===== src/hdl/rpc_pkg.sv =====
// ----------------------------------------------------------------------------
// rpc_pkg
// Shared constants, types and the arctangent table for the rectangular /
// polar CORDIC converter.
// ----------------------------------------------------------------------------
`default_nettype none

package rpc_pkg;

  // default configuration
  localparam int ITERATIONS_DEF  = 16;
  localparam int COORD_WIDTH_DEF = 24;
  localparam int MAX_ITERATIONS  = 24;

  // extra fraction bits carried through the datapath
  localparam int GUARD = 6;

  // angle accumulator, 2^32 per turn
  localparam int ANGLE_W = 32;
  // output angle, 2^16 per turn
  localparam int BAM_W = 16;

  // 1/K in 0.32 fixed point
  localparam logic [31:0] INV_GAIN = 32'd2608131496;
  localparam logic [ANGLE_W-1:0] HALF_TURN = 32'h8000_0000;
  localparam logic signed [ANGLE_W-1:0] QUARTER_TURN = 32'sh4000_0000;
  localparam logic [BAM_W-1:0] BAM_HALF_TURN = 16'h8000;
  localparam logic [ANGLE_W-1:0] BAM_ROUND = 32'h0000_8000;

  // action codes on the input
  localparam logic [1:0] ACT_RECT  = 2'd0;
  localparam logic [1:0] ACT_POLAR = 2'd1;

  // decoded form of an item
  typedef enum logic [1:0] {
    FORM_RECT  = 2'd0,
    FORM_POLAR = 2'd1,
    FORM_BAD   = 2'd2
  } form_t;

  // per-item control carried alongside the datapath
  typedef struct packed {
    form_t form;
    logic  zero_vec;
  } ctl_t;

  // atan(2^-i) in 2^32-per-turn units
  function automatic logic [ANGLE_W-1:0] atan_angle(input int idx);
    logic [ANGLE_W-1:0] res;
    case (idx)
      0:       res = 32'h2000_0000;
      1:       res = 32'h12E4_051E;
      2:       res = 32'h09FB_385B;
      3:       res = 32'h0511_11D4;
      4:       res = 32'h028B_0D43;
      5:       res = 32'h0145_D7E1;
      6:       res = 32'h00A2_F61E;
      7:       res = 32'h0051_7C55;
      8:       res = 32'h0028_BE53;
      9:       res = 32'h0014_5F2F;
      10:      res = 32'h000A_2F98;
      11:      res = 32'h0005_17CC;
      12:      res = 32'h0002_8BE6;
      13:      res = 32'h0001_45F3;
      14:      res = 32'h0000_A2FA;
      15:      res = 32'h0000_517D;
      16:      res = 32'h0000_28BE;
      17:      res = 32'h0000_145F;
      18:      res = 32'h0000_0A30;
      19:      res = 32'h0000_0518;
      20:      res = 32'h0000_028C;
      21:      res = 32'h0000_0146;
      22:      res = 32'h0000_00A3;
      23:      res = 32'h0000_0051;
      default: res = '0;
    endcase
    return res;
  endfunction

endpackage

`default_nettype wire


===== src/hdl/rpc_gain.sv =====
// ----------------------------------------------------------------------------
// rpc_gain
// Removes the CORDIC gain from the vectoring result: x times 1/K, rounded
// half away from zero.
// ----------------------------------------------------------------------------
`default_nettype none

module rpc_gain import rpc_pkg::*; #(
  parameter int COORD_WIDTH = COORD_WIDTH_DEF,
  localparam int IW = COORD_WIDTH + GUARD + 3
) (
  input  logic                          clk,
  input  logic                          rst,
  input  logic                          valid_in,
  output logic                          ready_up,
  input  ctl_t                          ctl_in,
  input  logic signed [IW-1:0]          x_in,
  input  logic signed [IW-1:0]          y_in,
  input  logic [ANGLE_W-1:0]            z_in,
  input  logic signed [COORD_WIDTH-1:0] first_in,
  input  logic signed [COORD_WIDTH-1:0] second_in,
  input  logic                          ready_down,
  output logic                          valid,
  output ctl_t                          ctl,
  output logic signed [IW-1:0]          x,
  output logic signed [IW-1:0]          y,
  output logic [ANGLE_W-1:0]            z,
  output logic signed [IW-1:0]          mag,
  output logic signed [COORD_WIDTH-1:0] first_q,
  output logic signed [COORD_WIDTH-1:0] second_q
);

  localparam int PW = IW + 32;

  logic          x_neg;
  logic [IW-1:0] x_abs;
  logic [PW-1:0] prod;
  logic [PW-1:0] prod_rnd;
  logic [IW-1:0] gain_mag;

  assign ready_up = !valid || ready_down;

  // sign-magnitude multiply by 1/K
  assign x_neg    = x_in[IW-1];
  assign x_abs    = x_neg ? IW'(-x_in) : IW'(x_in);
  assign prod     = PW'(x_abs) * PW'(INV_GAIN);
  assign prod_rnd = prod + (PW'(1) << 31);
  assign gain_mag = prod_rnd[PW-1:32];

  always_ff @(posedge clk) begin
    if (rst) begin
      valid <= 1'b0;
    end else if (ready_up) begin
      valid <= valid_in;
    end
  end

  always_ff @(posedge clk) begin
    if (ready_up) begin
      ctl      <= ctl_in;
      x        <= x_in;
      y        <= y_in;
      z        <= z_in;
      first_q  <= first_in;
      second_q <= second_in;
      mag      <= x_neg ? -$signed(gain_mag) : $signed(gain_mag);
    end
  end

endmodule

`default_nettype wire


===== config.mk =====
export PLATFORM = sky130hd
export DESIGN_NAME = rpc_gain
export DESIGN_NICKNAME = d
export VERILOG_FILES = /design/src/hdl/rpc_pkg.sv /design/src/hdl/rpc_gain.sv
export SDC_FILE = /design/constraint.sdc
export NUM_CORES = 1
export LEC_CHECK = 0
export BUFFER_PORTS_ARGS = -buffer_cell sky130_fd_sc_hd__clkbuf_2
export CORE_ASPECT_RATIO = 1.2
export CORE_MARGIN = 3
export CORE_UTILIZATION = 50
export CTS_CLUSTER_SIZE = 20
export DETAILED_ROUTE_END_ITERATION = 10
export PLACE_DENSITY_LB_ADDON = 0.1
export SYNTH_ARGS = -nofsm -noshare
export SYNTH_HDL_FRONTEND = slang
export SYNTH_SLANG_ARGS = --single-unit

===== constraint.sdc =====
create_clock -name clk -period 22.2 [get_ports clk]
set_clock_uncertainty 0.05 [all_clocks]
set_input_delay 4.44 -clock clk [delete_from_list [all_inputs] [get_ports clk]]
set_output_delay 4.44 -clock clk [all_outputs]
set_load 0.02 [all_outputs]

==> results.py <==
metrics = {
    "status": {
        "outcome": "finished, final reports clean",
    },
    "grt": {
        "grt_overflow_total": 0,
        "antenna_found_initial": 0,
        "grt_start_max_net_pins": 72,
        "grt_use_total": 0.2977,
        "grt_pass1_vias": 21970,
        "grt_pass1_wl_mm": 130.4,
    },
    "sta": {
        "period_needed_ns": 16.92,
        "min_period_over_period": 0.7620,
        "relSlewSlack": 0.1395,
        "hold_violations": 0,
        "rsz0062_at_grt": "no",
        "slew_viol_final": 0,
        "worst_pin_slew_ns": 1.286,
        "max_clock_freq_mhz": 59.11,
        "timing.setup.tns_ns": 0,
        "setup_viol": 0,
    },
    "route": {
        "vias": 20084,
        "wl_per_cell_um": 22.70,
        "drc": 0,
        "wl_mm": 83.26,
        "first_pass_iters": 5,
        "ant_nets": 0,
        "viasPerCell": 5.477,
        "drtIter0Drc": 1373,
    },
    "cells_and_area": {
        "finalNetCount": 3920,
        "area_growth_pct": 11.86,
        "layout-drive-gt1-share": 0.1506,
        "num_antenna_cells": 0,
        "multiInputGateArea_um2": 19500,
        "layout_commonest_cell": "inv_1",
        "final_cell_mix": "670 x inv_1, 462 x fa_1, 363 x ha_1, 336 x clkbuf_2, 182 x edfxtp_1",
        "fill_cells": 4884,
        "regArea_um2": 5485,
    },
    "critical_path": {
        "max_stage_delay_ns": 0.84,
        "cp_max_fo": 12,
        "r2r_slack_ns": 19.85,
        "r2r_cells": 2,
        "start_kind": "input pin",
        "rr_endpoint": "first_q[17]$_DFFE_PP_",
        "crit_arrival_ns": 17.05,
        "crit_type": "input pin to flip-flop",
        "crit_required_ns": 22.34,
        "cp-end-kind": "flip-flop",
        "cp_common_cell": "fa_1",
        "r2r-start": "valid$_SDFFE_PP0P_",
        "crit_slowest_cell": "a311oi_1",
    },
    "floorplan": {
        "die_area_um2": 58160,
        "dieWidth_um": 220.7,
        "rows": 93,
        "die_h_um": 263.6,
        "start_util": 0.5099,
        "core_area_um2": 54220,
        "num_io_pins": 337,
    },
    "clocking": {
        "hold_buffers": 0,
        "post_cts_buffers": 0,
        "insertion_delay_ns": 0.44,
        "h-tree-depth": 4,
        "clk_pin_slew_ns": 0.09,
        "max-clock-path-buffers": 2,
        "cts.sinks": 183,
        "cts_root_buffer": "clkbuf_16",
        "postCtsResizedCells": 0,
        "cts_tree": "done",
        "cts_buffers": 17,
    },
    "job": {
        "drv_cap": 0,
    },
    "yosys": {
        "synth_area_per_cell_um2": 10.63,
        "synth-seq-area-share": 0.1984,
        "synthArstFlopShare": 0,
        "synth_enable_flop_cells": 182,
        "synthCells": 2602,
        "netlist_area_um2": 27650,
        "yosys_warnings": 0,
        "synth_top_flop_cell": "edfxtp_1",
        "ys_ff_latch": 183,
        "ys_types": 91,
        "synth_fp_nets": 3580,
    },
    "hold_path": {
        "min_from": "valid$_SDFFE_PP0P_",
        "hold_end": "second_q[11]$_DFFE_PP_",
        "hold_depth": 1,
        "hp-class": "flip-flop to flip-flop",
    },
    "placed_design": {
        "hpwl_mm": 73.03,
        "port_buffers": 336,
        "place_congestion": 0.9618,
    },
}
[area by class of cell]
| class | count | share of cell area |
|---|---|---|
| clock inverters | 15 | 0.007242 |
| inverters | 670 | 0.08132 |
| flip-flops and latches | 183 | 0.1774 |
| well taps | 712 | 0.02881 |
| multi-input cells | 1707 | 0.6306 |
| clock buffers | 17 | 0.01376 |
| repair buffers | 363 | 0.06093 |
[synth_stat cells (9+ instances only)]
master,count,area (um2)
fa_1,462,9249
and2_1,10,62.56
and3_1,14,87.58
and4_1,10,87.58
xor2_1,37,324.1
o21ai_1,10,50.05
nor2_1,83,311.6
ha_1,363,4542
o31ai_1,14,105.1
or3_1,12,75.07
a21o_1,20,150.1
buf_2,14,70.07
a21oi_1,92,460.4
or2_2,13,81.33
o21a_1,9,67.56
nand4_1,30,187.7
xnor2_1,90,788.3
o211ai_1,20,150.1
nor3_1,28,140.1
nor4_1,13,81.33
nand2_1,118,442.9
o21ai_0,66,330.3
clkbuf_1,22,82.58
edfxtp_1,182,5465
a211oi_1,14,105.1
inv_1,670,2515
nand3_1,35,175.2
[worst max-delay path by stage]
stage	from	endpoint	slack (ns)	cells after the start
5_1_grt	x_in[7]	mag[29]$_DFFE_PP_	4.59	36
6_report	x_in[7]	mag[29]$_DFFE_PP_	5.28	36
4_1_cts	x_in[7]	mag[29]$_DFFE_PP_	5.41	36
3_5_place_dp	x_in[7]	mag[29]$_DFFE_PP_	4.96	36
2_1_floorplan	x_in[7]	mag[32]$_DFFE_PP_	7.35	36
3_3_place_gp	x_in[7]	mag[32]$_DFFE_PP_	5.28	36
[through the flow]
stage          hold slack (ns)    util  cell area, um2  std cells  setup slack, ns
6_report                 1.240  0.5703           30930       3667            5.284
5_1_grt                  1.333  0.5703           30930       3667            4.589
4_1_cts                  1.274  0.5703           30930       3667            5.407
3_5_place_dp             1.263  0.5584           30280       3635            4.960
3_3_place_gp             1.189  0.5584           30280       3635            5.276
2_1_floorplan            4.447       -           27650       2602            7.355
[state kept, by name, summed over array words and instances (netlist names)]
signal    cells
y            33
mag          33
first_q      24
z            32
second_q     24
x            33
valid         1
ctl           3
[layer usage]
| metal | wire length [um] | global-route usage |
|---|---|---|
| met1 | 33350 | 0.3838 |
| met2 | 42600 | 0.5241 |
| met3 | 4424 | 0.03567 |
| met4 | 2883 | 0.08943 |
| met5 | 0 | 0 |
[logic make-up after synthesis]
group                    count (synthesis)  share of synthesized area
adder cells (fa/ha/maj)                825                     0.4988
AND/OR/NAND/NOR                        413                    0.07947
flip-flops                             183                     0.1984
buffers and inverters                  712                    0.09761
AO/OA/AOI/OAI                          332                    0.08160
multiplexers                             9                   0.003304
XOR/XNOR                               128                    0.04082
[worst max-delay path, delay by kind of cell]
kind | cells | cell delay (ns)
AOI/OAI and AO/OA | 8 | 3.04
xor gates and xnor gates | 2 | 0.90
adders and majority gates | 9 | 4.57
buffers and inverters | 5 | 0.34
and+or+nand+nor | 12 | 3.75
Power is not shown: default switching activity piles up to over one toggle a cycle in this logic, so the estimate is an artifact.
