[src/hdl/rpc_pkg.sv]
// ----------------------------------------------------------------------------
// rpc_pkg
// Shared constants, types and the arctangent table for the rectangular /
// polar CORDIC converter.
// ----------------------------------------------------------------------------
`default_nettype none

package rpc_pkg;

  // default configuration
  localparam int ITERATIONS_DEF  = 16;
  localparam int COORD_WIDTH_DEF = 24;
  localparam int MAX_ITERATIONS  = 24;

  // extra fraction bits carried through the datapath
  localparam int GUARD = 6;

  // angle accumulator, 2^32 per turn
  localparam int ANGLE_W = 32;
  // output angle, 2^16 per turn
  localparam int BAM_W = 16;

  // 1/K in 0.32 fixed point
  localparam logic [31:0] INV_GAIN = 32'd2608131496;
  localparam logic [ANGLE_W-1:0] HALF_TURN = 32'h8000_0000;
  localparam logic signed [ANGLE_W-1:0] QUARTER_TURN = 32'sh4000_0000;
  localparam logic [BAM_W-1:0] BAM_HALF_TURN = 16'h8000;
  localparam logic [ANGLE_W-1:0] BAM_ROUND = 32'h0000_8000;

  // action codes on the input
  localparam logic [1:0] ACT_RECT  = 2'd0;
  localparam logic [1:0] ACT_POLAR = 2'd1;

  // decoded form of an item
  typedef enum logic [1:0] {
    FORM_RECT  = 2'd0,
    FORM_POLAR = 2'd1,
    FORM_BAD   = 2'd2
  } form_t;

  // per-item control carried alongside the datapath
  typedef struct packed {
    form_t form;
    logic  zero_vec;
  } ctl_t;

  // atan(2^-i) in 2^32-per-turn units
  function automatic logic [ANGLE_W-1:0] atan_angle(input int idx);
    logic [ANGLE_W-1:0] res;
    case (idx)
      0:       res = 32'h2000_0000;
      1:       res = 32'h12E4_051E;
      2:       res = 32'h09FB_385B;
      3:       res = 32'h0511_11D4;
      4:       res = 32'h028B_0D43;
      5:       res = 32'h0145_D7E1;
      6:       res = 32'h00A2_F61E;
      7:       res = 32'h0051_7C55;
      8:       res = 32'h0028_BE53;
      9:       res = 32'h0014_5F2F;
      10:      res = 32'h000A_2F98;
      11:      res = 32'h0005_17CC;
      12:      res = 32'h0002_8BE6;
      13:      res = 32'h0001_45F3;
      14:      res = 32'h0000_A2FA;
      15:      res = 32'h0000_517D;
      16:      res = 32'h0000_28BE;
      17:      res = 32'h0000_145F;
      18:      res = 32'h0000_0A30;
      19:      res = 32'h0000_0518;
      20:      res = 32'h0000_028C;
      21:      res = 32'h0000_0146;
      22:      res = 32'h0000_00A3;
      23:      res = 32'h0000_0051;
      default: res = '0;
    endcase
    return res;
  endfunction

endpackage

`default_nettype wire

[src/hdl/rpc_cordic_stage.sv]
// ----------------------------------------------------------------------------
// rpc_cordic_stage
// One registered CORDIC micro-rotation. Vectoring steers by the sign of y,
// rotation steers by the sign of the residual angle.
// ----------------------------------------------------------------------------
`default_nettype none

module rpc_cordic_stage import rpc_pkg::*; #(
  parameter int COORD_WIDTH = COORD_WIDTH_DEF,
  parameter int IDX = 0,
  localparam int IW = COORD_WIDTH + GUARD + 3
) (
  input  logic                          clk,
  input  logic                          rst,
  input  logic                          valid_in,
  output logic                          ready_up,
  input  ctl_t                          ctl_in,
  input  logic signed [IW-1:0]          x_in,
  input  logic signed [IW-1:0]          y_in,
  input  logic [ANGLE_W-1:0]            z_in,
  input  logic signed [COORD_WIDTH-1:0] first_in,
  input  logic signed [COORD_WIDTH-1:0] second_in,
  input  logic                          ready_down,
  output logic                          valid,
  output ctl_t                          ctl,
  output logic signed [IW-1:0]          x,
  output logic signed [IW-1:0]          y,
  output logic [ANGLE_W-1:0]            z,
  output logic signed [COORD_WIDTH-1:0] first_q,
  output logic signed [COORD_WIDTH-1:0] second_q
);

  localparam logic [ANGLE_W-1:0] ATAN = atan_angle(IDX);

  logic                 ccw;
  logic signed [IW-1:0] dx;
  logic signed [IW-1:0] dy;

  assign ready_up = !valid || ready_down;

  // rotation direction
  assign ccw = (ctl_in.form == FORM_RECT) ? y_in[IW-1] : !z_in[ANGLE_W-1];
  assign dx  = y_in >>> IDX;
  assign dy  = x_in >>> IDX;

  always_ff @(posedge clk) begin
    if (rst) begin
      valid <= 1'b0;
    end else if (ready_up) begin
      valid <= valid_in;
    end
  end

  always_ff @(posedge clk) begin
    if (ready_up) begin
      ctl      <= ctl_in;
      first_q  <= first_in;
      second_q <= second_in;
      if (ccw) begin
        x <= x_in - dx;
        y <= y_in + dy;
        z <= z_in - ATAN;
      end else begin
        x <= x_in + dx;
        y <= y_in - dy;
        z <= z_in + ATAN;
      end
    end
  end

endmodule

`default_nettype wire

[config.mk]
export PLATFORM = sky130hd
export DESIGN_NAME = rpc_cordic_stage
export DESIGN_NICKNAME = d
export VERILOG_FILES = /design/src/hdl/rpc_pkg.sv /design/src/hdl/rpc_cordic_stage.sv
export SDC_FILE = /design/constraint.sdc
export NUM_CORES = 1
export LEC_CHECK = 0
export ABC_AREA = 1
export ABC_CLOCK_PERIOD_IN_PS = 4800
export BUFFER_PORTS_ARGS = -buffer_cell sky130_fd_sc_hd__buf_4
export CAP_MARGIN = 20
export CORE_MARGIN = 4
export CORE_UTILIZATION = 51
export CTS_BUF_LIST = sky130_fd_sc_hd__clkbuf_2 sky130_fd_sc_hd__clkbuf_4 sky130_fd_sc_hd__clkbuf_8
export DETAILED_ROUTE_END_ITERATION = 10
export HOLD_SLACK_MARGIN = 0.08
export PLACE_DENSITY_LB_ADDON = 0.3
export SKIP_CTS_REPAIR_TIMING = 1
export SYNTH_ARGS = -nofsm -noshare
export SYNTH_HDL_FRONTEND = slang
export SYNTH_SLANG_ARGS = --single-unit
[constraint.sdc]
create_clock -name clk -period 4.8 [get_ports clk]
set_input_delay 0.96 -clock clk [delete_from_list [all_inputs] [get_ports clk]]
set_output_delay 0.96 -clock clk [all_outputs]
set_load 0.1 [all_outputs]
==> results summary <==
The count of cells along the worst register-to-register path came out at 2. The maximum level of the CTS H-tree is 4. The initial antenna violation count came to 1.

Counting instances, the worst hold path has a depth of 2. The finished cells cover 15,000 µm². The average vias per placed instance came out at 5.26. Counting along the longest clock path gives a buffer depth of 2. The detail route stage leaves a number of antenna-violating nets equal to 0. The slack of the critical path came out at 1.72 ns.

Setup slack on the worst reg-to-reg path comes out at 2.80 ns. Across the VDD grid, the largest voltage drop is 0.000179 V. The flow ran to the end, and the final reports show no timing, DRC or antenna violations. The net count after synthesis is 1,975.

The number of pins exceeding their max-slew limit in the final report is 0. The first global-routing pass estimated 61,300 µm of wire. The number of hold violations in the final report is 0. The synthesized netlist contains 36 unique library cells. The core footprint came out at 23,500 µm². The worst-margin pin slew came out at 0.894 ns. The leakage power came out at 8.02 nW. The synthesis warning total is 0. After the first detailed-routing iteration, the DRC count stood at 1,201. The worst-case setup slack after placement came out at 1.57 ns. The final setup TNS came out at 0 ns.

The number of top-level pins is 304. The count of vias placed by the detailed router came out at 12,252. Summing every instance area after synthesis gives 12,300 µm². The layout has 2,222 filler cells. The number of standard cells after synthesis is 1,717. The share of the synthesized area in the top cell type came out at 36.2%. The diode insertion count for antenna repair is 0. In the synthesized netlist the dominant register cell turns out to be edfxtp_1. The post-route clock period utilization is 64.1%. The overall die area came out at 26,600 µm². The headroom to the max-slew limit came out at 40.3%. The number of iterations in the first detailed-routing pass came out at 6. Yosys attributes the largest share of cell area to edfxtp_1 36%, nand2_1 17%, ha_1 10%. The number of flops mapped to enable cells by yosys is 148.

The post-route worst hold slack came out at 0.666 ns. After detailed routing, the number of remaining DRC violations is 0. The overall global routing resource usage came out at 29.6%. Entering global routing, the biggest net connects 104 pins.

The total half-perimeter wirelength after legalization and detailed placement is 33,400 µm. The overall power came out at 5.27 mW. The instance area after placement came out at 14,700 µm². The die boundary height came out at 163 µm. The worst setup path is captured at an output pin. The TritonCTS clock tree is yes. The count of input and output buffers came out at 303. The number of core rows is 56. The starting utilization of the core area came out at 52.1%. The time the worst path needs with I/O delays and setup is 3.08 ns. The utilization after layout is 63.8%. The total clock buffers created by CTS is 17.

Across the run, the number of max-cap violations was 0. The net count of the finished layout is 2,256. The worst path arrival time came out at 2.12 ns.

The clock-pin slew of the registers on the worst-case setup and hold paths is 0.08 ns. The CTS root buffer is clkbuf_8. The number of global-route vias before repair is 11,287.

The instance count after placement with tap cells included is 2,298. The wire length after detailed routing is 40,500 µm. The maximum fanout count along the critical path came out at 103.

The tree built by TritonCTS fans out to 149 sinks. The share of synthesized registers carrying an async set or reset is 0%. The average wire per cell in the routed design is 17.4 µm. The top achievable clock speed is 325 MHz. The area added between synthesis and finish came out at 22.5%. The placer's final routability congestion estimate came out at 1.05.

The critical path is of the input port to output pin type. The register bit count reported by yosys is 149. The final setup violation count came out at 0. Averaged over all synthesized cells, the footprint is 7.15 µm². The path class of the tightest hold or removal check is input port to register. The power per standard cell area is 351 nW/µm². The ratio of cells with drive above 1 in the final layout is 19.3%. The number of cells in the finished layout apart from fillers came out at 2,330.

The sequential element share of the synthesized area came out at 36.4%. The biggest area contributor in the post-synthesis netlist is edfxtp_1. Data on the critical path is required at its endpoint by 3.84 ns. Setup repair after global routing left no endpoint under its margin.

On the final layout, the worst clock skew is 0.0183 ns. After global routing the overflow that remains totals 0. The die is 163 µm wide.

STA classifies the critical path startpoint as an input port. At the later pin of the worst-skew pair, clock insertion delay measures 0.46 ns.
==> final cells by class <==
cell class	count	area, µm²	area share (%)
sequential	149	4460	29.7
clock inverter	14	139	0.924
inverter	315	1180	7.87
clock buffer	18	241	1.61
multi-input combinational	1209	6310	42.0
tap	319	399	2.66
timing repair buffer	306	2300	15.3
==> synthesized netlist by cell type, types with 2 or more instances <==
cell type	count
nand2_1	571
inv_1	308
edfxtp_1	148
nand3_1	141
nor2_1	132
ha_1	101
a21oi_1	85
o21ai_0	51
xor2_1	30
nand2_2	17
o21bai_1	17
buf_6	15
buf_2	14
buf_4	11
nand4_1	11
nor2_2	11
and2_1	7
inv_2	7
nand3_2	5
nor3_1	5
o21ai_1	5
fa_1	4
o21ai_2	3
or2_1	3
a21oi_2	2
clkbuf_1	2
xnor2_1	2
==> registers in the layout, indices dropped and copies added (netlist names) <==
signal	cells
second_q	24
x	32
valid	1
first_q	24
ctl	3
y	33
z	32
==> final timing paths <==
path / startpoint / end
setup / recovery: ready_down / ready_up
hold / removal: rst / valid$_SDFFE_PP0P_
setup reg to reg: valid$_SDFFE_PP0P_ / ctl[2]$_DFFE_PP_
hold reg to reg: valid$_SDFFE_PP0P_ / z[27]$_DFFE_PP_
==> layer usage <==
metal | share of wire, % | routed length (µm) | GRT usage [%]
met1 | 41 | 16700 | 39.9
met2 | 46 | 18800 | 49.0
met3 | 9.4 | 3820 | 4.95
met4 | 2.9 | 1180 | 9.57
met5 | 0 | 0 | 0
==> cell families after synthesis <==
kind of cell,Yosys count,share of synthesized area (%)
and+or+nand+nor,906,30.6
buffers and inverters,359,12.5
AOI/OAI and AO/OA,166,7.36
DFF,149,36.4
adders and majority gates,105,10.9
xor gates and xnor gates,32,2.28
==> critical path, stage by stage <==
cell,delay [ns]
buf_4,0.08
inv_1,0.07
nand2_8,0.57
buf_4,0.42
==> power by group <==
part           total, mW  internal [mW]  switching, mW
clock network      0.956          0.388          0.568
logic               2.63          0.582           2.04
registers           1.69           1.63         0.0580
==> cell usage in the layout, fill, tap and decap left out, types with 3 or more instances in the layout <==
cell,netlist,routed
nor2_1,132,132
edfxtp_1,148,148
nand3_2,5,5
o21ai_0,51,50
inv_2,7,8
inv_6,0,5
buf_4,11,306
nand2_1,571,570
o21ai_1,5,5
fa_1,4,4
or2_1,3,3
nand4_1,11,11
and2_1,7,7
nand3_1,141,141
ha_1,101,101
nor3_1,5,5
inv_1,308,307
nand2_2,17,17
o21bai_1,17,17
xor2_1,30,30
o21ai_2,3,3
nor2_2,11,11
a21oi_1,85,85
clkbuf_8,1,17
clkinvlp_4,0,3
Power figures use the tool's default switching activity.
