$ cat config.mk
export PLATFORM = sky130hd
export DESIGN_NAME = rpc_prep
export DESIGN_NICKNAME = d
export VERILOG_FILES = /design/src/hdl/rpc_pkg.sv /design/src/hdl/rpc_prep.sv
export SDC_FILE = /design/constraint.sdc
export NUM_CORES = 1
export LEC_CHECK = 0
export ABC_AREA = 1
export BUFFER_PORTS_ARGS = -buffer_cell sky130_fd_sc_hd__buf_2
export CAP_MARGIN = 10
export CORE_MARGIN = 5
export CORE_UTILIZATION = 65
export DETAILED_ROUTE_END_ITERATION = 7
export PLACE_DENSITY = 0.83
export SLEW_MARGIN = 20
export SYNTH_ARGS = -nofsm -noshare
export SYNTH_HDL_FRONTEND = slang
export SYNTH_SLANG_ARGS = --single-unit
$ cat constraint.sdc
create_clock -name clk -period 29.1 [get_ports clk]
set_clock_uncertainty 0.05 [all_clocks]
set_input_delay 1.455 -clock clk [delete_from_list [all_inputs] [get_ports clk]]
set_output_delay 1.455 -clock clk [all_outputs]
set_load 0.005 [all_outputs]
$ cat src/hdl/rpc_pkg.sv
// ----------------------------------------------------------------------------
// rpc_pkg
// Shared constants, types and the arctangent table for the rectangular /
// polar CORDIC converter.
// ----------------------------------------------------------------------------
`default_nettype none

package rpc_pkg;

  // default configuration
  localparam int ITERATIONS_DEF  = 16;
  localparam int COORD_WIDTH_DEF = 24;
  localparam int MAX_ITERATIONS  = 24;

  // extra fraction bits carried through the datapath
  localparam int GUARD = 6;

  // angle accumulator, 2^32 per turn
  localparam int ANGLE_W = 32;
  // output angle, 2^16 per turn
  localparam int BAM_W = 16;

  // 1/K in 0.32 fixed point
  localparam logic [31:0] INV_GAIN = 32'd2608131496;
  localparam logic [ANGLE_W-1:0] HALF_TURN = 32'h8000_0000;
  localparam logic signed [ANGLE_W-1:0] QUARTER_TURN = 32'sh4000_0000;
  localparam logic [BAM_W-1:0] BAM_HALF_TURN = 16'h8000;
  localparam logic [ANGLE_W-1:0] BAM_ROUND = 32'h0000_8000;

  // action codes on the input
  localparam logic [1:0] ACT_RECT  = 2'd0;
  localparam logic [1:0] ACT_POLAR = 2'd1;

  // decoded form of an item
  typedef enum logic [1:0] {
    FORM_RECT  = 2'd0,
    FORM_POLAR = 2'd1,
    FORM_BAD   = 2'd2
  } form_t;

  // per-item control carried alongside the datapath
  typedef struct packed {
    form_t form;
    logic  zero_vec;
  } ctl_t;

  // atan(2^-i) in 2^32-per-turn units
  function automatic logic [ANGLE_W-1:0] atan_angle(input int idx);
    logic [ANGLE_W-1:0] res;
    case (idx)
      0:       res = 32'h2000_0000;
      1:       res = 32'h12E4_051E;
      2:       res = 32'h09FB_385B;
      3:       res = 32'h0511_11D4;
      4:       res = 32'h028B_0D43;
      5:       res = 32'h0145_D7E1;
      6:       res = 32'h00A2_F61E;
      7:       res = 32'h0051_7C55;
      8:       res = 32'h0028_BE53;
      9:       res = 32'h0014_5F2F;
      10:      res = 32'h000A_2F98;
      11:      res = 32'h0005_17CC;
      12:      res = 32'h0002_8BE6;
      13:      res = 32'h0001_45F3;
      14:      res = 32'h0000_A2FA;
      15:      res = 32'h0000_517D;
      16:      res = 32'h0000_28BE;
      17:      res = 32'h0000_145F;
      18:      res = 32'h0000_0A30;
      19:      res = 32'h0000_0518;
      20:      res = 32'h0000_028C;
      21:      res = 32'h0000_0146;
      22:      res = 32'h0000_00A3;
      23:      res = 32'h0000_0051;
      default: res = '0;
    endcase
    return res;
  endfunction

endpackage

`default_nettype wire

$ cat src/hdl/rpc_prep.sv
// ----------------------------------------------------------------------------
// rpc_prep
// Entry stage: decodes the form, folds the vector or angle into the right
// half plane and pre-scales a polar magnitude by 1/K.
// ----------------------------------------------------------------------------
`default_nettype none

module rpc_prep import rpc_pkg::*; #(
  parameter int COORD_WIDTH = COORD_WIDTH_DEF,
  localparam int IW = COORD_WIDTH + GUARD + 3
) (
  input  logic                          clk,
  input  logic                          rst,
  input  logic                          in_valid,
  output logic                          in_stall,
  input  logic [1:0]                    action,
  input  logic signed [COORD_WIDTH-1:0] first,
  input  logic signed [COORD_WIDTH-1:0] second,
  input  logic                          ready_down,
  output logic                          valid,
  output ctl_t                          ctl,
  output logic signed [IW-1:0]          x,
  output logic signed [IW-1:0]          y,
  output logic [ANGLE_W-1:0]            z,
  output logic signed [COORD_WIDTH-1:0] first_q,
  output logic signed [COORD_WIDTH-1:0] second_q
);

  localparam int MW = COORD_WIDTH + GUARD;
  localparam int PW = MW + 32;

  logic                     ready_up;
  ctl_t                     ctl_next;
  logic signed [IW-1:0]     a_ext;
  logic signed [IW-1:0]     a_sh;
  logic signed [IW-1:0]     b_sh;
  logic signed [IW-1:0]     x_rect;
  logic signed [IW-1:0]     y_rect;
  logic [ANGLE_W-1:0]       z_rect;
  logic [ANGLE_W-1:0]       sec32;
  logic [ANGLE_W-1:0]       turn;
  logic signed [ANGLE_W-1:0] turn_s;
  logic                     fold;
  logic [ANGLE_W-1:0]       z_polar;
  logic signed [IW-1:0]     mag;
  logic                     mag_neg;
  logic [IW-1:0]            mag_abs;
  logic [MW-1:0]            mag_scaled;
  logic [PW-1:0]            prod;
  logic [PW-1:0]            prod_rnd;
  logic [MW-1:0]            gain_mag;
  logic signed [IW-1:0]     x_polar;

  assign ready_up = !valid || ready_down;
  assign in_stall = !ready_up;

  // form decode
  always_comb begin
    ctl_next.zero_vec = (first == '0) && (second == '0);
    case (action)
      ACT_RECT:  ctl_next.form = FORM_RECT;
      ACT_POLAR: ctl_next.form = FORM_POLAR;
      default:   ctl_next.form = FORM_BAD;
    endcase
  end

  // rectangular: add guard bits, fold a left-half vector by a half turn
  assign a_ext = IW'(first);
  assign a_sh  = a_ext <<< GUARD;
  assign b_sh  = IW'(second) <<< GUARD;

  always_comb begin
    if (first[COORD_WIDTH-1]) begin
      x_rect = -a_sh;
      y_rect = -b_sh;
      z_rect = HALF_TURN;
    end else begin
      x_rect = a_sh;
      y_rect = b_sh;
      z_rect = '0;
    end
  end

  // polar: low 16 bits of the angle, folded into +/- quarter turn
  assign sec32   = ANGLE_W'(second);
  assign turn    = {sec32[BAM_W-1:0], {(ANGLE_W-BAM_W){1'b0}}};
  assign turn_s  = turn;
  assign fold    = (turn_s > QUARTER_TURN) || (turn_s < -QUARTER_TURN);
  assign z_polar = fold ? (turn ^ HALF_TURN) : turn;
  assign mag     = fold ? -a_ext : a_ext;

  // polar: start magnitude times 1/K, rounded half away from zero
  assign mag_neg    = mag[IW-1];
  assign mag_abs    = mag_neg ? IW'(-mag) : IW'(mag);
  assign mag_scaled = MW'(mag_abs << GUARD);
  assign prod       = PW'(mag_scaled) * PW'(INV_GAIN);
  assign prod_rnd   = prod + (PW'(1) << 31);
  assign gain_mag   = prod_rnd[PW-1:32];
  assign x_polar    = mag_neg ? -IW'(gain_mag) : IW'(gain_mag);

  // stage register
  always_ff @(posedge clk) begin
    if (rst) begin
      valid <= 1'b0;
    end else if (ready_up) begin
      valid <= in_valid;
    end
  end

  always_ff @(posedge clk) begin
    if (ready_up) begin
      ctl      <= ctl_next;
      first_q  <= first;
      second_q <= second;
      if (ctl_next.form == FORM_POLAR) begin
        x <= x_polar;
        y <= '0;
        z <= z_polar;
      end else begin
        x <= x_rect;
        y <= y_rect;
        z <= z_rect;
      end
    end
  end

endmodule

`default_nettype wire

==> results.md, run 1 <==
* DRC marker count from the first detailed-route iteration at 2215
* Skew-Pair Late Insertion Delay at 0.42 ns
* Post-cts resize count at 0
* DR WL/cell at 19.99 um
* Most frequent cell after synthesis: inv_1
* Syn Area/Cell at 7.735 sq um
* GRT Resource Usage Total at 37.68%
* WP data arrival at 12.99 ns
* Top cell type's share of synthesized area at 24.31%
* Fin cells at 3674
* Post-Syn Area at 23390 sq um
* Worst-Margin Slew at 1.075 ns
* H-tree levels at 4
* Synth async-reset ratio at 0%
* # nets final at 3787
* Startpoint types: input port
* Yosys reg bits at 128
* Max-Cap Viols at 0
* Unrepaired setup endpoints after global routing: false
* DP HPWL at 63.06 mm
* Die Height at 199.7 um
* Slew Viols, Final at 0
* Fraction of layout cells with a size suffix above 1 at 12.70%
* CTS clock-pin slew for the worst setup and hold paths at 0.06 ns
* Yosys top cell by area: fa_1
* Crit. End Element: flip-flop
* Ports at 205
* Initial antenna violation count at 1
* Critical path type: input port to flip-flop
* Cell mode on critical path: nand2_1
* CP peak stage delay at 0.85 ns
* Cells after synthesis at 3024
* Hold Fails Final Rpt at 0
* Synth Flop Type: edfxtp_1
* Drt drc at 0
* Worst min path class: flip-flop to flip-flop
* Global-route wire length before repair at 115.4 mm
* DR pass1 iterations at 6
* Starting Density at 65.76%
* Root Driver: clkbuf_16
* Port bufs at 182
* CP max FO at 46
* EDFF count, synth at 127
* Largest net degree at the start of global routing at 85
* Via count at 20856
* Routability Congestion at 1.134
* Grt ovf at 0
* Routed Wire Length at 73.46 mm
* Vias/cell at 5.677
* Placed insts at 3642
* Distinct cells, synth at 54
* Post-route minimum period at 12.89 ns
* Final TNS setup at 0 ns
* Slowest CP cell: xor2_1
* Antenna-violating nets left at 0
* Row cnt at 69
* Die W at 199.7 um
* Area grow syn2layout at 8.153%
* Slew margin rel. at 28.32%
* Hold_buf cts at 0
* CTS tree: yes
* Vias in the first global route at 20762
* CP required at 29.20 ns
* YS warnings at 0
* Post-synth top cells: 753 x inv_1, 658 x nand2_1, 284 x fa_1
* Status: finished, final reports clean
* Max Buffers Root-to-Sink at 2
* Die ar. at 39880 sq um
* Final setup violation count at 0
* Ant. Diodes at 0
* Sequential share of the synthesized area at 16.39%
* Post-CTS Setup Inserts at 0
* CTS Buf Count at 17
* Crit share post-route at 44.29%
* Core Area at 35570 sq um
* Num Clock Sinks at 128
* Top cells by area, synth: fa_1 24%, edfxtp_1 16%, ha_1 13%
* Max Freq at 0.07759 GHz
[flip-flops by register name, indices dropped and copies added, names as in the netlist]
signal / flops
x: 33
y: 27
first_q: 24
second_q: 24
z: 16
ctl: 3
valid: 1
[placed cells by master (no fill, tap or decap), types with 6 or more instances in the layout]
master       n
nor2_1     195
xor2_1      34
a21oi_1     91
nand2_2     59
inv_2       18
ha_1       249
fa_1       284
edfxtp_1   127
conb_1      22
nand2_1    658
buf_4        6
o21ai_0     90
xnor2_1     12
o21ai_1     19
nand3_1    125
nor2_4      19
nor3_1      43
nand3b_1    10
nand3_2     16
nand4_1     47
inv_6        6
buf_2      182
inv_1      752
o21bai_1    10
nand2_4     10
clkbuf_16   17
or2_2        8
nor3_2       6
nor4_1       7
nor2_2      32
[per-layer routing]
layer	GRT usage [%]	wire length (um)	up-vias
li1	-	-	9600
met1	51.99	28560	9816
met2	58.64	32750	1231
met3	10.08	9229	207
met4	11.90	2910	2
met5	0	13	-
[metrics by stage]
stage | setup WS [ns] | util, % | cell area, sq um | hold slack, ns
2_1_floorplan | 18.58 | - | 23470 | 0.5122
3_3_place_gp | 16.26 | 69.48 | 24710 | 0.5212
3_5_place_dp | 16.02 | 69.48 | 24710 | 0.5824
4_1_cts | 16.40 | 71.12 | 25300 | 0.6093
5_1_grt | 15.37 | 71.12 | 25300 | 0.6366
6_report | 16.21 | 71.12 | 25300 | 0.6084
[worst max-delay path, delay by kind of cell]
kind / cells / cell delay, ns
adder cells (fa/ha/maj): 9 / 4.53
AND/OR/NAND/NOR: 23 / 2.80
buffers and inverters: 11 / 1.99
AO/OA/AOI/OAI: 6 / 1.29
XOR/XNOR: 1 / 0.85
[area by class of cell]
cell class / count / area [sq um]
Clock buffer: 18 / 439.2
Multi-Input combinational cell: 2090 / 16430
Timing Repair Buffer: 188 / 955.9
Fill cell: 2855 / 10270
Tap cell: 461 / 576.8
Sequential cell: 128 / 3834
Clock inverter: 14 / 145.1
Inverter: 775 / 2912
[kinds of logic after synthesis]
kind of cell,count (synthesis),share of synthesized area [%]
compound gates,237,5.558
simple gates,1250,24.83
other cells,1,0.01603
flops,128,16.39
xor+xnor,48,1.862
buf+inv,827,13.72
fa+ha+maj,533,37.63
[final timing paths]
| kind | from | to | slack [ns] | depth (start not counted) |
|---|---|---|---|---|
| min reg2reg | valid$_SDFFE_PP0N_ | valid$_SDFFE_PP0N_ | 0.61 | 4 |
| min | valid$_SDFFE_PP0N_ | valid$_SDFFE_PP0N_ | 0.61 | 4 |
| max reg2reg | valid$_SDFFE_PP0N_ | x[0]$_SDFFCE_PN0N_ | 26.79 | 4 |
| max | first[0] | x[16]$_DFFE_PN_ | 16.21 | 50 |
Power of run 1 is left out: the tool's default activity adds up to more than one toggle a clock period on the data nets, which glitch-free logic cannot reach.
==> run 2: changes to the inputs <==
CORE_UTILIZATION = 63   (was 65)
PLACE_DENSITY = 0.81   (was 0.83)
clock period = 12.55 ns   (was 29.1 ns; I/O delays follow)
==> results.md, run 2 (synthesized netlist as in run 1, its figures left out) <==
* Via count at 20612 (-1.2%)
* Final TNS setup at 0 ns (unchanged)
* CTS tree: yes
* Reg with most FFs: x
* Ports at 205 (unchanged)
* Slew Viols, Final at 0 (unchanged)
* Final hold slack at 0.3003 ns (-0.3081 ns)
* Status: finished, final reports clean
* Max Freq at 0.08513 GHz
* Final setup violation count at 0 (unchanged)
* Die W at 202.7 um (+1.5%)
* Register area at 3834 sq um (unchanged)
* CTS clock-pin slew for the worst setup and hold paths at 0.06 ns (about the same)
* Crit share post-route at 93.60%
* Commonest non-fill, non-tap cell in the layout: inv_1
* Placed insts at 3651 (+0.25%)
* Slowest CP cell: xnor2_1
* CP max FO at 46 (unchanged)
* DP HPWL at 63.44 mm (+0.60%)
* Hold_buf cts at 0 (unchanged)
* Die Height at 202.7 um (+1.5%)
* Root Driver: clkbuf_16
* Num Clock Sinks at 128 (unchanged)
* Initial antenna violation count at 0 (-1)
* Max-Cap Viols at 0 (unchanged)
* Unrepaired setup endpoints after global routing: false
* Fin cells at 3684 (+0.27%)
* DRC marker count from the first detailed-route iteration at 2066 (-6.7%)
* WP data arrival at 11.86 ns (-1.13 ns)
* Post-route minimum period at 11.75 ns
* H-tree levels at 4 (unchanged)
* Drt drc at 0 (unchanged)
* Cell mode on critical path: nand2_1
* Worst-Margin Slew at 1.038 ns (-0.03746 ns)
* Largest net degree at the start of global routing at 71 (-16%)
* Skew-Pair Late Insertion Delay at 0.43 ns (about the same)
* Area grow syn2layout at 8.265%
* Critical path type: input port to flip-flop
* Fill count at 3069 (+7.5%)
* Grt ovf at 0 (unchanged)
* GRT Resource Usage Total at 36.02% (-1.7 points)
* Fraction of layout cells with a size suffix above 1 at 12.72% (+0.023 points)
* Vias in the first global route at 20871 (+0.52%)
* Post-CTS Setup Inserts at 0 (unchanged)
* Hold Fails Final Rpt at 0 (unchanged)
* CP peak stage delay at 0.75 ns (-0.10 ns)
* Vias/cell at 5.595 (-1.4%)
* Routability Congestion at 1.060 (-6.5%)
* Max Buffers Root-to-Sink at 2 (unchanged)
* Antenna-violating nets left at 0 (unchanged)
* Core Area at 36610 sq um (+2.9%)
* Row cnt at 70 (+1.4%)
* DR WL/cell at 19.73 um (-1.3%)
* Most frequent cells in the layout: 752 x inv_1, 658 x nand2_1, 284 x fa_1
* Multi-input logic area at 16430 sq um (unchanged)
* Number of flip-flops in the largest register at 33 (unchanged)
* Post-layout util at 69.17% (-2.0 points)
* CP required at 12.66 ns (-16.54 ns)
* Crit. End Element: flip-flop
* Routed Wire Length at 72.69 mm (-1.1%)
* Global-route wire length before repair at 115.6 mm (+0.23%)
* DR pass1 iterations at 6 (unchanged)
* Die ar. at 41080 sq um (+3.0%)
* # nets final at 3789 (+0.053%)
* Post-cts resize count at 0 (unchanged)
* CTS Buf Count at 17 (unchanged)
* Worst min path class: input port to flip-flop
* Biggest regs: x (33), y (27)
* Startpoint types: input port
* Starting Density at 63.89% (-1.9 points)
* Slew margin rel. at 30.36% (+2.0 points)
* Port bufs at 182 (unchanged)
==> run 2: worst paths after layout <==
path	startpoint	end	slack, ns	depth (start not counted)
min	rst	valid$_SDFFE_PP0N_	0.30	2
min reg2reg	valid$_SDFFE_PP0N_	valid$_SDFFE_PP0N_	0.55	4
max reg2reg	valid$_SDFFE_PP0N_	x[1]$_SDFFCE_PN0N_	10.30	4
max	second[0]	x[20]$_DFFE_PN_	0.80	49
==> run 2: critical path, delay by kind of cell <==
kind / cells / cell delay (ns)
buf+inv: 12 / 1.76
simple gates: 22 / 2.95
fa+ha+maj: 9 / 4.32
xor+xnor: 1 / 0.75
compound gates: 5 / 1.44
==> run 2: final cells by class <==
cell class / instances / share of cell area, %
Multi-Input combinational cell: 2090 / 64.90
Sequential cell: 128 / 15.14
Inverter: 775 / 11.50
Timing Repair Buffer: 190 / 3.834
Tap cell: 468 / 2.312
Clock buffer: 18 / 1.695
Clock inverter: 14 / 0.6127
Antenna cell: 1 / 0.009882
==> run 2: per-stage QoR <==
step                      setup slack [ns]  instance area, sq um
final                               0.8032                 25320
after detailed placement            0.6643                 24740
after CTS                            1.043                 25320
after global routing                0.1978                 25320
after global placement              0.7724                 24740
after floorplan                      2.853                 23470
==> run 2: layer usage <==
layer	vias up	global-route usage (%)	share of wire (%)
met5	-	0	0
met4	0	8.851	2.7
met3	131	8.673	11
met2	1040	57.76	46
met1	9843	49.94	41
li1	9598	-	-
Power of run 2 is left out for the same reason.
